**config.mk**
```make
export PLATFORM = sky130hd
export DESIGN_NAME = lzwbc_ram
export DESIGN_NICKNAME = d
export VERILOG_FILES = /design/src/design/lzwbc_ram.sv
export SDC_FILE = /design/constraint.sdc
export NUM_CORES = 2
export LEC_CHECK = 0
export BUFFER_PORTS_ARGS = -buffer_cell sky130_fd_sc_hd__buf_4
export CORE_AREA = 2 2 449 451
export CTS_CLUSTER_DIAMETER = 40
export DETAILED_ROUTE_END_ITERATION = 12
export DIE_AREA = 0 0 451 453
export MAX_ROUTING_LAYER = met4
export PLACE_DENSITY = 0.52
export SLEW_MARGIN = 25
export SYNTH_ARGS = -nofsm -noshare
export SYNTH_HDL_FRONTEND = slang
export SYNTH_SLANG_ARGS = --single-unit
export TNS_END_PERCENT = 10
```
**constraint.sdc**
```tcl
create_clock -name clk -period 2.4 [get_ports clk]
set_clock_uncertainty 0.1 [all_clocks]
set_input_delay 0.24 -clock clk [delete_from_list [all_inputs] [get_ports clk]]
set_output_delay 0.24 -clock clk [all_outputs]
set_load 0.01 [all_outputs]
```
**src/design/lzwbc_ram.sv**
```systemverilog
// Generic simple dual-port RAM: one write port, one read port with registered read data.
// Used for both the hash table and the entry store of the LZW byte compressor.
`default_nettype none

module lzwbc_ram #(
  parameter int WIDTH = 8,
  parameter int DEPTH = 256
) (
  input  wire logic                     clk,
  input  wire logic                     wr_en,
  input  wire logic [$clog2(DEPTH)-1:0] wr_addr,
  input  wire logic [WIDTH-1:0]         wr_data,
  input  wire logic [$clog2(DEPTH)-1:0] rd_addr,
  output logic      [WIDTH-1:0]         rd_data
);

  logic [WIDTH-1:0] mem [DEPTH];

  always_ff @(posedge clk) begin
    if (wr_en) begin
      mem[wr_addr] <= wr_data;
    end
    rd_data <= mem[rd_addr];
  end

endmodule

`default_nettype wire

```
[Word-level counts from Yosys, hierarchy flattened]
Memories as Yosys holds them, arrays and structs flattened. A register that Yosys moved wholly into a read port is not among the register bits.
Cells that the tools add are included.
Word-level totals
  register bits after elaboration: 0
  RAM bits: 2048
  bits of input ports: 26
  output and inout bits: 8
  logic and storage cells: 3
  memories: 1
Memory list
  mem: words 256, width 8, rd ports 1, clocked after Yosys merged registers in 1, write ports 1, line 17  | logic [WIDTH-1:0] mem [DEPTH];
Cells by class
  multiplexer cells: 2
Operators by type and width (number)
  $mux W1: 2

[Depth between registers and ports, before layout]
  word-level depth: 2
  gate-level depth with buffers: 11
  gate-level depth less buffers: 6

[Worst setup path after synthesis]
No wires, ideal clock.
  kind: input-to-reg
  start: in rd_addr[0]
  end: reg rd_data[2] (read register of mem)
  setup time: 131 ps
  arrival time: 2047 ps
  data required time: 2169 ps
  slack: 122 ps
  cell stages on the path: 9
  buffers on the path: 4
  path through: buf_6 buf_12 buf_8 buf_2 mux4_2 a22oi_1 a21oi_1 nor4_1 nor4_2
RTL lines
  start: declaration: line 13  | input wire logic [$clog2(DEPTH)-1:0] rd_addr,
  end: declaration: line 14  | output logic [WIDTH-1:0] rd_data

==> results_dict.tcl <==
set metrics [dict create \
    place.port_buffers 33 \
    p_switching_w 0.01865 \
    worstSetupPathType "in2reg" \
    die_h_um 453 \
    cts_tree "done" \
    critPathLaunchType "input pin" \
    power.internal_w 0.06765 \
    drc_errors 0 \
    syn_nets 3759 \
    cp.buffers_inverters 5 \
    synth.cell_area_mm2 0.07956 \
    finalHoldViolCount 0 \
    utilization_pct 49.37 \
    num_vias 41470 \
    finalCriticalPeriod_ns 2.403 \
    tightest_slew_ns 0.7255 \
    power.share.switching_pct 21.61 \
    area_growth_pct 23.65 \
    slowest_stage "nor4_4" \
    required_ns 3.04 \
    core.rowCount 164 \
    synth_ff_type "edfxtp_1" \
    nets 4602 \
    ioPinCount 34 \
    yosys.cell_types.count 55 \
    antenna_found_initial 4 \
    synth_top_family_by_area "multiplexers" \
    rsz0062_at_grt "true" \
    power_density_mw_per_mm2 877.3 \
    fillerInstances 16186 \
    antenna_left 0 \
    arrival_ns 3.04 \
    firstDrtPassIters 5 \
    synth.avg_cell_area_um2 21.31 \
    grt_pass1_vias 41802 \
    relSlewSlack_pct 51.64 \
    synth_compound_area_share_pct 3.419 \
    cts_buffer_depth 4 \
    violations "setup timing" \
    synth_xor_xnor_area_share_pct 0 \
    grt_pass1_wl_um 309200 \
    endpoint_kind "flop" \
    power_frac_seq_pct 46.0 \
    grt-ovfl-total 0 \
    coreArea_mm2 0.1992 \
    yosysWarnings 0 \
    synth-seq-cells 2056 \
    synth_edf_count 2048 \
    clk_latency_ns 0.91 \
    grt_max_degree 93 \
    comb_power_share_pct 5.1 \
    synth-seq-area-share_pct 77.50 \
    p_leak_nw 32.23 \
    yosys.area_share.simple_pct 2.628 \
    p_clk_share_pct 49.0 \
    setup_viol 1 \
    wl_um 216700 \
    synthAdderAreaFrac_pct 0 \
    start_util_pct 39.93 \
    ir_worst_vdd_mv 0.7405 \
    netlist_instances 3733 \
    dieArea_mm2 0.2043 \
    setup_slack_ns -0.003238 \
    routabilityCongestion 0.8288 \
    drtIter0Drc 4454 \
    die_w_um 451 \
    wl_per_cell_um 29.10 \
    mostFrequentLayoutCells "2048 x edfxtp_1, 673 x buf_4, 455 x mux4_2, 306 x clkbuf_16, 276 x nor2_1" \
    design_area_mm2 0.09837 \
    numCtsBuffers 296 \
    cts_sinks 2056 \
    status "finished, violations left" \
    htreeDepth 5 \
    tns_ns -0.003238 \
    async_reset_ff_share_pct 0 \
    critPathTopFamily "buffers and inverters" \
    place_area_mm2 0.08821 \
    root_buffer "clkbuf_16" \
    grt_usage_pct 21.73 \
    drv_cap 0 \
    worstPathMaxFanout 32 \
    path_cells "buf_8, buf_4, buf_12, buf_12, mux2i_1, o221ai_1, o211ai_1, a21oi_1, nor4_4, buf_4, nor4_1" \
    muxShareOfSynthArea_pct 14.62 \
    hp-class "in2reg" \
    dp_hpwl_um 139600 \
    slew_violations 0 \
    drive_gt1_share_pct 36.07 \
    via_per_inst 5.569 \
    layout_commonest_cell "edfxtp_1" \
    fmax_mhz 416.1 \
    cpPeakStageDelay_ns 0.43 \
    period_share_pct 100.1 \
    clkTransAtPathRegs_ns 0.05 \
]
## cells in the mapped netlist, types with 13 or more instances
| master | number | area share [%] |
|---|---|---|
| nor3_1 | 22 | 0.14 |
| buf_4 | 27 | 0.25 |
| o221ai_1 | 46 | 0.51 |
| buf_6 | 21 | 0.30 |
| buf_1 | 22 | 0.10 |
| nor2b_1 | 31 | 0.24 |
| buf_2 | 31 | 0.20 |
| nor2_1 | 282 | 1.3 |
| mux4_2 | 454 | 13 |
| mux2i_1 | 134 | 1.7 |
| nand2_1 | 33 | 0.16 |
| a221oi_1 | 13 | 0.14 |
| nand3_1 | 34 | 0.21 |
| o22ai_1 | 28 | 0.22 |
| nor4_1 | 24 | 0.19 |
| a21oi_1 | 96 | 0.60 |
| a22oi_1 | 133 | 1.3 |
| buf_8 | 13 | 0.25 |
| a211oi_1 | 16 | 0.15 |
| clkbuf_1 | 111 | 0.52 |
| edfxtp_1 | 2048 | 77 |
## worst reg2reg max path: cells and delay by family, from the launching register on
kind	cells	cell delay, ns
muxes	1	0.47
and+or+nand+nor	2	0.47
DFF	1	0.36
buffers and inverters	1	0.20
AOI/OAI and AO/OA	3	0.69
## power by group through the flow
stage	Clock (W)	Combinational [W]	Sequential (W)
global route	0.0445	0.00461	0.0397
global placement	0	0.00427	0.0404
floorplan	0	0.00192	0.0404
finish	0.0423	0.00436	0.0397
CTS	0.0430	0.00438	0.0397
detailed placement	0	0.00430	0.0404
## registers in the layout (all words and copies together), names as in the netlist
register	flops
mem	2048
rd_data	8
## final cells by class
class / count / area [um^2] / share of cell area (%)
clock inverters: 169 / 1864 / 1.895
repair buffers: 778 / 6944 / 7.059
flip-flops and latches: 2056 / 61660 / 62.68
well taps: 2656 / 3323 / 3.378
multi-input cells: 1442 / 16840 / 17.12
diodes: 3 / 7.507 / 0.007631
clock buffers: 341 / 7725 / 7.853
inverters: 2 / 7.507 / 0.007631
## per-stage QoR
stage / instances / worst slack (ns) / hold WS [ns] / total power, W
after detailed placement: 6917 / -1.613 / 0.5500 / 0.04472
after global routing: 7444 / -0.05233 / 0.06828 / 0.08877
after CTS: 7442 / -0.03551 / 0.03081 / 0.08710
final: 7447 / -0.003238 / 0.09961 / 0.08630
after global placement: 6917 / -1.631 / 0.5480 / 0.04470
after floorplan: 3733 / 0.1221 / 0.2389 / 0.04231
## kinds of logic after synthesis
logic type,after synthesis
AOI/OAI and AO/OA,385
buffers and inverters,235
DFF,2056
muxes,591
and+or+nand+nor,466
## what timing repair did
item | in CTS | in global routing
endpoints found under the hold margin | 1901 | 0
setup endpoints to repair | 8 | 8
setup buffers | 0 | 0
hold buffers | 18 | 0
gates resized for setup | 40 | 22
cloned | 0 | 3
pin swaps | 14 | 10
## worst paths after layout
kind / from / endpoint / slack, ns / depth (start not counted)
setup / recovery: rd_addr[0] / rd_data[7]$_DFF_P_ / -0.003 / 11
hold / removal: wr_en / mem[72][4]$_DFFE_PP_ / 0.1 / 4
setup reg to reg: mem[210][5]$_DFFE_PP_ / rd_data[5]$_DFF_P_ / -0.003 / 7
hold reg to reg: mem[41][3]$_DFFE_PP_ / rd_data[3]$_DFF_P_ / 0.98 / 7
## layer usage
layer | up-vias | GRT usage (%) | share of wire, % | routed length, um
met5 | - | - | 0 | 0
met4 | 0 | 5.294 | 2.3 | 5056
met3 | 357 | 3.647 | 6.0 | 13030
met2 | 1442 | 33.98 | 48 | 105000
met1 | 22177 | 29.89 | 43 | 93620
li1 | 17494 | - | - | -
(Power assumes the default switching activity.)
